[src/design/lruac_pkg.sv]
`timescale 1ns / 1ps
`default_nettype none
// ---------------------------------------------------------------------------
// lruac_pkg
// Shared constants and types for the age-counter LRU replacement block.
// ---------------------------------------------------------------------------
package lruac_pkg;

    localparam int LINES       = 256;
    localparam int AGE_WIDTH   = 16;
    localparam int IDX_WIDTH   = (LINES > 1) ? $clog2(LINES) : 1;
    localparam int ENTRY_WIDTH = AGE_WIDTH + 1;

    typedef logic [AGE_WIDTH-1:0]   age_t;
    typedef logic [IDX_WIDTH-1:0]   idx_t;
    // valid bit on top, age counter below
    typedef logic [ENTRY_WIDTH-1:0] entry_t;

    localparam age_t AGE_MAX = '1;

    localparam logic CMD_TOUCH   = 1'b0;
    localparam logic CMD_REPLACE = 1'b1;

    typedef enum logic [2:0] {
        ST_CLEAR,
        ST_IDLE,
        ST_SCAN,
        ST_LAST,
        ST_FINISH
    } lruac_state_t;

endpackage
`default_nettype wire

[src/design/lruac_req_if.sv]
`timescale 1ns / 1ps
`default_nettype none
// ---------------------------------------------------------------------------
// lruac_req_if
// Request channel: touch or replace command with a line index.
// ---------------------------------------------------------------------------
interface lruac_req_if;
    logic       valid;
    logic       ready;
    logic       command;
    logic [7:0] line;

    modport source (output valid, output command, output line, input ready);
    modport sink   (input valid, input command, input line, output ready);
endinterface
`default_nettype wire

[src/design/lruac_rsp_if.sv]
`timescale 1ns / 1ps
`default_nettype none
// ---------------------------------------------------------------------------
// lruac_rsp_if
// Response channel: chosen line and its prior empty flag.
// ---------------------------------------------------------------------------
interface lruac_rsp_if;
    logic       valid;
    logic       ready;
    logic [7:0] chosen_line;
    logic       was_empty;

    modport source (output valid, output chosen_line, output was_empty, input ready);
    modport sink   (input valid, input chosen_line, input was_empty, output ready);
endinterface
`default_nettype wire

[src/design/lruac_ram.sv]
`timescale 1ns / 1ps
`default_nettype none
// ---------------------------------------------------------------------------
// lruac_ram
// Generic simple dual-port RAM, one write and one registered read port.
// ---------------------------------------------------------------------------
module lruac_ram #(
    parameter int WIDTH = 8,
    parameter int DEPTH = 16
) (
    input  wire logic                                        clk,
    input  wire logic                                        wr_en,
    input  wire logic [((DEPTH > 1) ? $clog2(DEPTH) : 1)-1:0] wr_addr,
    input  wire logic [WIDTH-1:0]                            wr_data,
    input  wire logic                                        rd_en,
    input  wire logic [((DEPTH > 1) ? $clog2(DEPTH) : 1)-1:0] rd_addr,
    output logic      [WIDTH-1:0]                            rd_data
);

    logic [WIDTH-1:0] mem [DEPTH];

    always_ff @(posedge clk)
    begin
        if (wr_en)
        begin
            mem[wr_addr] <= wr_data;
        end
        if (rd_en)
        begin
            rd_data <= mem[rd_addr];
        end
    end

endmodule
`default_nettype wire

[src/design/lru_age_counter_replacement.sv]
`timescale 1ns / 1ps
`default_nettype none
// ---------------------------------------------------------------------------
// lru_age_counter_replacement
// Age-counter LRU replacement over a fully associative set of lines.
// ---------------------------------------------------------------------------
// After reset the block clears its line RAM, one entry per cycle, and takes
// no request meanwhile. Each request then runs through the scan, last and
// finish states until the response is offered, and the next request can be
// taken once the block is back in idle. A request is served by one
// read-modify-write sweep through the line RAM, one entry per cycle: each
// entry holds a valid bit and an age, every valid line is aged (but on a
// touch of a line out of range) while the first empty line and the oldest
// line are tracked, then one final write clears the chosen line's age, on
// a touch only if the line is in range. The block takes no new request
// during a sweep; a finished response is held in an output register, so
// the next request is taken while it still waits, and that request's
// final write waits until the register is free.
// ---------------------------------------------------------------------------
module lru_age_counter_replacement (
    input  wire logic    clk,
    input  wire logic    rst_n,
    lruac_req_if.sink    req,
    lruac_rsp_if.source  rsp
);

    import lruac_pkg::*;

    lruac_state_t state_reg, state_next;
    idx_t         cnt_reg, cnt_next;
    logic         rd_pend_reg, rd_pend_next;
    idx_t         rd_idx_reg, rd_idx_next;
    logic         cmd_reg, cmd_next;
    logic [7:0]   line_reg, line_next;
    logic         found_reg, found_next;
    idx_t         first_inv_reg, first_inv_next;
    age_t         best_age_reg, best_age_next;
    idx_t         best_idx_reg, best_idx_next;
    logic         touch_valid_reg, touch_valid_next;
    logic         out_valid_reg, out_valid_next;
    logic [7:0]   out_line_reg, out_line_next;
    logic         out_empty_reg, out_empty_next;

    logic         ram_wr_en;
    idx_t         ram_wr_addr;
    entry_t       ram_wr_data;
    logic         ram_rd_en;
    idx_t         ram_rd_addr;
    entry_t       ram_rd_data;

    logic [IDX_WIDTH+7:0] line_ext;
    logic [IDX_WIDTH+7:0] chosen_ext;
    idx_t         line_idx;
    idx_t         chosen_idx;
    logic         line_in_range;
    logic         do_age;
    logic         pend_valid;
    age_t         rd_age;

    lruac_ram #(
        .WIDTH (ENTRY_WIDTH),
        .DEPTH (LINES)
    ) u_age_ram (
        .clk     (clk),
        .wr_en   (ram_wr_en),
        .wr_addr (ram_wr_addr),
        .wr_data (ram_wr_data),
        .rd_en   (ram_rd_en),
        .rd_addr (ram_rd_addr),
        .rd_data (ram_rd_data)
    );

    assign line_ext      = {{IDX_WIDTH{1'b0}}, line_reg};
    assign line_idx      = line_ext[IDX_WIDTH-1:0];
    assign line_in_range = (32'(line_reg) < 32'(LINES));
    assign do_age        = (cmd_reg == CMD_REPLACE) || line_in_range;
    assign chosen_idx    = found_reg ? first_inv_reg : best_idx_reg;
    assign chosen_ext    = {8'b0, chosen_idx};
    assign pend_valid    = ram_rd_data[AGE_WIDTH];
    assign rd_age        = ram_rd_data[AGE_WIDTH-1:0];

    assign rsp.valid       = out_valid_reg;
    assign rsp.chosen_line = out_line_reg;
    assign rsp.was_empty   = out_empty_reg;

    always_ff @(posedge clk or negedge rst_n)
    begin
        if (!rst_n)
        begin
            state_reg     <= ST_CLEAR;
            cnt_reg       <= '0;
            rd_pend_reg   <= 1'b0;
            out_valid_reg <= 1'b0;
            found_reg     <= 1'b0;
        end
        else
        begin
            state_reg     <= state_next;
            cnt_reg       <= cnt_next;
            rd_pend_reg   <= rd_pend_next;
            out_valid_reg <= out_valid_next;
            found_reg     <= found_next;
        end
    end

    always_ff @(posedge clk)
    begin
        rd_idx_reg      <= rd_idx_next;
        cmd_reg         <= cmd_next;
        line_reg        <= line_next;
        first_inv_reg   <= first_inv_next;
        best_age_reg    <= best_age_next;
        best_idx_reg    <= best_idx_next;
        touch_valid_reg <= touch_valid_next;
        out_line_reg    <= out_line_next;
        out_empty_reg   <= out_empty_next;
    end

    always_comb
    begin
        state_next       = state_reg;
        cnt_next         = cnt_reg;
        rd_pend_next     = 1'b0;
        rd_idx_next      = rd_idx_reg;
        cmd_next         = cmd_reg;
        line_next        = line_reg;
        found_next       = found_reg;
        first_inv_next   = first_inv_reg;
        best_age_next    = best_age_reg;
        best_idx_next    = best_idx_reg;
        touch_valid_next = touch_valid_reg;
        out_valid_next   = out_valid_reg && !rsp.ready;
        out_line_next    = out_line_reg;
        out_empty_next   = out_empty_reg;
        ram_wr_en        = 1'b0;
        ram_wr_addr      = rd_idx_reg;
        ram_wr_data      = {1'b1, rd_age + age_t'(1)};
        ram_rd_en        = 1'b0;
        ram_rd_addr      = cnt_reg;
        req.ready        = 1'b0;

        // entry read last cycle: age it and track first empty and oldest line
        if (rd_pend_reg)
        begin
            if (pend_valid && do_age && (rd_age != AGE_MAX))
            begin
                ram_wr_en = 1'b1;
            end
            if (!pend_valid && !found_reg)
            begin
                found_next     = 1'b1;
                first_inv_next = rd_idx_reg;
            end
            if (pend_valid && (rd_age > best_age_reg))
            begin
                best_age_next = rd_age;
                best_idx_next = rd_idx_reg;
            end
            if (rd_idx_reg == line_idx)
            begin
                touch_valid_next = pend_valid;
            end
        end

        case (state_reg)
            ST_CLEAR:
            begin
                ram_wr_en   = 1'b1;
                ram_wr_addr = cnt_reg;
                ram_wr_data = '0;
                if (cnt_reg == idx_t'(LINES - 1))
                begin
                    cnt_next   = '0;
                    state_next = ST_IDLE;
                end
                else
                begin
                    cnt_next = cnt_reg + idx_t'(1);
                end
            end
            ST_IDLE:
            begin
                req.ready = 1'b1;
                if (req.valid)
                begin
                    cmd_next      = req.command;
                    line_next     = req.line;
                    found_next    = 1'b0;
                    best_age_next = '0;
                    best_idx_next = '0;
                    cnt_next      = '0;
                    state_next    = ST_SCAN;
                end
            end
            ST_SCAN:
            begin
                ram_rd_en    = 1'b1;
                rd_pend_next = 1'b1;
                rd_idx_next  = cnt_reg;
                if (cnt_reg == idx_t'(LINES - 1))
                begin
                    state_next = ST_LAST;
                end
                else
                begin
                    cnt_next = cnt_reg + idx_t'(1);
                end
            end
            ST_LAST:
            begin
                state_next = ST_FINISH;
            end
            ST_FINISH:
            begin
                if (!out_valid_reg || rsp.ready)
                begin
                    out_valid_next = 1'b1;
                    if (cmd_reg == CMD_REPLACE)
                    begin
                        ram_wr_en      = 1'b1;
                        ram_wr_addr    = chosen_idx;
                        ram_wr_data    = {1'b1, {AGE_WIDTH{1'b0}}};
                        out_line_next  = chosen_ext[7:0];
                        out_empty_next = found_reg;
                    end
                    else
                    begin
                        // touched line keeps its valid bit
                        ram_wr_en      = line_in_range;
                        ram_wr_addr    = line_idx;
                        ram_wr_data    = {touch_valid_reg, {AGE_WIDTH{1'b0}}};
                        out_line_next  = line_reg;
                        out_empty_next = line_in_range && !touch_valid_reg;
                    end
                    state_next = ST_IDLE;
                end
            end
            default:
            begin
                state_next = ST_IDLE;
            end
        endcase
    end

endmodule
`default_nettype wire

[src/flat_wrapper.sv]
// flat-port wrapper written by rule: the top's interface ports become plain ports
module lru_age_counter_replacement_flat import lruac_pkg::*;
  (clk, rst_n, req_valid, req_command, req_line, req_ready, rsp_valid, rsp_chosen_line, rsp_was_empty, rsp_ready);
  lruac_req_if req_i ();
  lruac_rsp_if rsp_i ();
  input  wire logic clk;
  input  wire logic rst_n;
  input wire logic [$bits(req_i.valid)-1:0] req_valid;
  input wire logic [$bits(req_i.command)-1:0] req_command;
  input wire logic [$bits(req_i.line)-1:0] req_line;
  output wire logic [$bits(req_i.ready)-1:0] req_ready;
  output wire logic [$bits(rsp_i.valid)-1:0] rsp_valid;
  output wire logic [$bits(rsp_i.chosen_line)-1:0] rsp_chosen_line;
  output wire logic [$bits(rsp_i.was_empty)-1:0] rsp_was_empty;
  input wire logic [$bits(rsp_i.ready)-1:0] rsp_ready;
  assign req_i.valid = req_valid;
  assign req_i.command = req_command;
  assign req_i.line = req_line;
  assign req_ready = req_i.ready;
  assign rsp_valid = rsp_i.valid;
  assign rsp_chosen_line = rsp_i.chosen_line;
  assign rsp_was_empty = rsp_i.was_empty;
  assign rsp_i.ready = rsp_ready;
  lru_age_counter_replacement u_core (.clk(clk), .rst_n(rst_n), .req(req_i), .rsp(rsp_i));
endmodule
[config.mk]
export PLATFORM = sky130hd
export DESIGN_NAME = lru_age_counter_replacement_flat
export DESIGN_NICKNAME = d
export VERILOG_FILES = /design/src/design/lruac_pkg.sv /design/src/design/lruac_req_if.sv /design/src/design/lruac_rsp_if.sv /design/src/design/lruac_ram.sv /design/src/design/lru_age_counter_replacement.sv /design/src/flat_wrapper.sv
export SDC_FILE = /design/constraint.sdc
export NUM_CORES = 2
export LEC_CHECK = 0
export BUFFER_PORTS_ARGS = -buffer_cell sky130_fd_sc_hd__buf_2
export CAP_MARGIN = 20
export CORE_MARGIN = 8
export CORE_UTILIZATION = 35
export CTS_CLUSTER_DIAMETER = 100
export CTS_CLUSTER_SIZE = 8
export DETAILED_ROUTE_END_ITERATION = 16
export HOLD_SLACK_MARGIN = 0.06
export SYNTH_ARGS = -nofsm -noshare
export SYNTH_HDL_FRONTEND = slang
export SYNTH_MEMORY_MAX_BITS = 65536
export SYNTH_SLANG_ARGS = --single-unit
[constraint.sdc]
create_clock -name clk -period 14.31 [get_ports clk]
set_input_delay 2.862 -clock clk [delete_from_list [all_inputs] [get_ports clk]]
set_output_delay 2.862 -clock clk [all_outputs]
set_load 0.02 [all_outputs]
==> results by group <==
Outcome
  • Status: completed

Die
  • # rows: 257
  • Full die area: between 500000 and 600000 um2
  • Die H: slightly above 700 um
  • Core Footprint: 489000 um2
  • IO Pins: 24
  • Die X: approximately 720 um
  • Initial Utilization: 0.351

Routing
  • Wire length per cell: ~33 um
  • Post-DRT Antenna Nets: 0
  • DRT Pass-1 Iters: 7
  • Via count: between 80000 and 90000
  • Routed wl met2: 230000 um
  • Final Routed Wirelength: between 400000 and 500000 um
  • # DRC: 0
  • Drt first-iter violations: approximately 12000
  • Vias per inst: 5.78
  • Max layer used: met5
  • WL met3: 53500 um
  • Met1 wire length: between 150000 and 200000 um

Clock network
  • Hold buffers post-CTS: 0
  • CTS tree: yes
  • Clk slew on worst S/H paths: ~0.05 ns
  • Post-CTS Setup Repair Bufs: 0
  • Clk sinks: between 4000 and 5000
  • CTS max path bufs: 4
  • # H-tree levels: 6
  • Clk_lat worst skew: ~1.1 ns
  • Clock tree root buffer cell: clkbuf_16
  • CTS-repair resized insts: 0
  • Cts bufs inserted: approximately 630

Finish
  • Area of the multi-input gates: 36700 um2
  • Filler cells: 42400
  • Max FFs per register: about 4400
  • Register area: 133000 um2
  • Area grow syn2layout: 15.1%
  • Share of cells above drive strength 1: 0.248
  • Final nets: between 8000 and 9000

Timing
  • Final critical path time including I/O delays and setup: roughly 6 ns
  • RSZ-0062 raised after global routing: no
  • Slew Limit Headroom: 0.0990
  • Max Clock Skew: ~0.067 ns
  • Fmax: 0.162 GHz
  • Setup_tns: 0 ns
  • Final Hold Vio Count: 0
  • Setup Viol. Count Final: 0
  • Worst-margin pin slew: around 1.4 ns
  • Max Slew Vio Count: 0
  • Final Cycle Share: 0.430

Place
  • Post-DP HPWL: between 200000 and 300000 um
  • IO buf count: 23
  • Placer Congestion: ~0.90

Logic synthesis
  • Synth cell types: 72
  • YS warnings: 0
  • Post-Syn Instances: around 8000
  • Yosys reg bits: about 4400
  • Proportion of synthesized chip area in sequential cells: 0.774
  • Yosys top cell by area: edfxtp_1
  • Syn_nets: ~8200
  • Top cells by area, synth: edfxtp_1 77%, mux4_2 12%, mux2i_1 2.9%
  • Synth top area share: 0.769
  • Async SR Flop Fraction: 0.00315
  • Top FF cell, synth: edfxtp_1
  • Mapped Avg Cell Area: about 21 um2
  • Mapped Area: 172000 um2
  • Post-synth EDFFs: roughly 4400
  • Synth top cells by count: 4404 x edfxtp_1, 904 x mux4_2, 502 x mux2i_1, 372 x nor2_1, 212 x nand2_1
  • Count leader, synth: edfxtp_1

Worst setup path
  • Buf+Inv Stages, Crit Path: 1
  • Crit Path Class: primary input to register
  • CP endpoint kind: register
  • Crit-path cells: buf_2 > nand2b_1 > nand2_1 > o22ai_1 > a21o_1 > nor2b_1 > nand2_1 > nor2_2
  • CP max stage cell: nor2_2
  • Req. time, crit path: 14.95 ns
  • CP Max Fanout: 17
  • Crit start category: primary input
  • Cell family contributing the most delay on the critical path: simple AND/OR/NAND/NOR gates
  • CP arrival: between 6 and 7 ns
  • Crit path largest cell delay: 1.09 ns
  • Cell mode on critical path: nand2_1
  • Reg2Reg Setup Slack: 8.17 ns

Run
  • Max-Cap Viols: 0

Global routing
  • Pin count of the biggest net entering global routing: ~190
  • First-pass GRT wire length: between 600000 and 700000 um
  • GRT Util Overall: 0.188
  • Vias in the first global route: a little under 90000
  • Initial antenna violation count: 29
  • GRT Residual Overflow: 0

Power
  • Power, Total: 42.8 mW
  • Pwr per Cell Area: between 200 and 250 nW/um2
  • LEAKAGE: 62.0 nW
  • Worst IR Drop VDD: 0.293 mV

Hold path
  • Hold Crit Class: register to register
kinds of logic after synthesis:
logic type / synth area share
AOI/OAI and AO/OA: 0.0368
xor gates and xnor gates: 0.00127
adders and majority gates: 0.00131
buffers and inverters: 0.0169
DFF: 0.774
muxes: 0.149
and+or+nand+nor: 0.0207
worst paths after layout:
check / start / end / depth (start not counted)
setup reg to reg: u_core.cnt_reg[1] / u_core.u_age_ram.rd_data[8] / 9
min in group asynchronous: rst_n / u_core.cnt_reg[0] / 1
hold reg to reg: u_core.best_age_reg[2] / u_core.best_age_reg[2] / 2
max in group asynchronous: rst_n / u_core.cnt_reg[3] / 1
setup / recovery: rsp_ready / u_core.u_age_ram.mem[158][6] / 8
hold / removal: u_core.best_age_reg[2] / u_core.best_age_reg[2] / 2
metrics by stage:
stage          area, um2  setup slack, ns  hold WS [ns]  instances  utilization
2_1_floorplan     172000             2.70         0.433       8126            -
3_3_place_gp      180000             7.14         0.444      14400        0.368
3_5_place_dp      180000             7.08         0.447      14400        0.369
4_1_cts           198000             8.17         0.460      15200        0.404
5_1_grt           198000             8.03         0.488      15200        0.404
6_report          198000             8.15         0.460      15200        0.404
final cells by class:
type | instances | area share
inverter | 29 | 0.000601
multi-input combinational | 3180 | 0.185
clock inverter | 57 | 0.00642
tap | 6475 | 0.0410
clock buffer | 682 | 0.0805
antenna | 8 | 0.000101
timing repair buffer | 297 | 0.0130
sequential | 4442 | 0.673
per-layer routing:
metal | track usage | vias up
met1 | 0.252 | 46600
met4 | 0.0742 | 22
met2 | 0.293 | 5342
met3 | 0.0479 | 951
li1 | - | 34800
met5 | 0 | -
worst min-delay path, cell delays in order, from the launching register on:
cell     delay, ns
dfxtp_1       0.31
nand2_1       0.05
mux2i_1       0.05
cells in the final DEF (no fill, tap or decap), types with 25 or more instances in the layout:
cell type,n
nand3_1,56
clkbuf_16,628
buf_4,234
a21oi_1,167
edfxtp_1,4404
a22oi_1,193
a31oi_1,27
a221oi_1,171
clkinv_16,27
buf_12,25
a22o_1,27
o22ai_1,36
nor2_2,188
mux4_2,904
nand2_1,206
mux2i_1,502
nor2_1,170
a221o_1,29
o21ai_0,114
buf_2,31
nor3_1,44
clkbuf_1,54
where the power goes:
part	internal [mW]	switching [mW]	total [mW]
clock	7.86	5.37	13.2
combinational	3.74	8.83	12.6
sequential	16.8	0.209	17.0
Note: power is estimated with default switching activity, not from simulation.
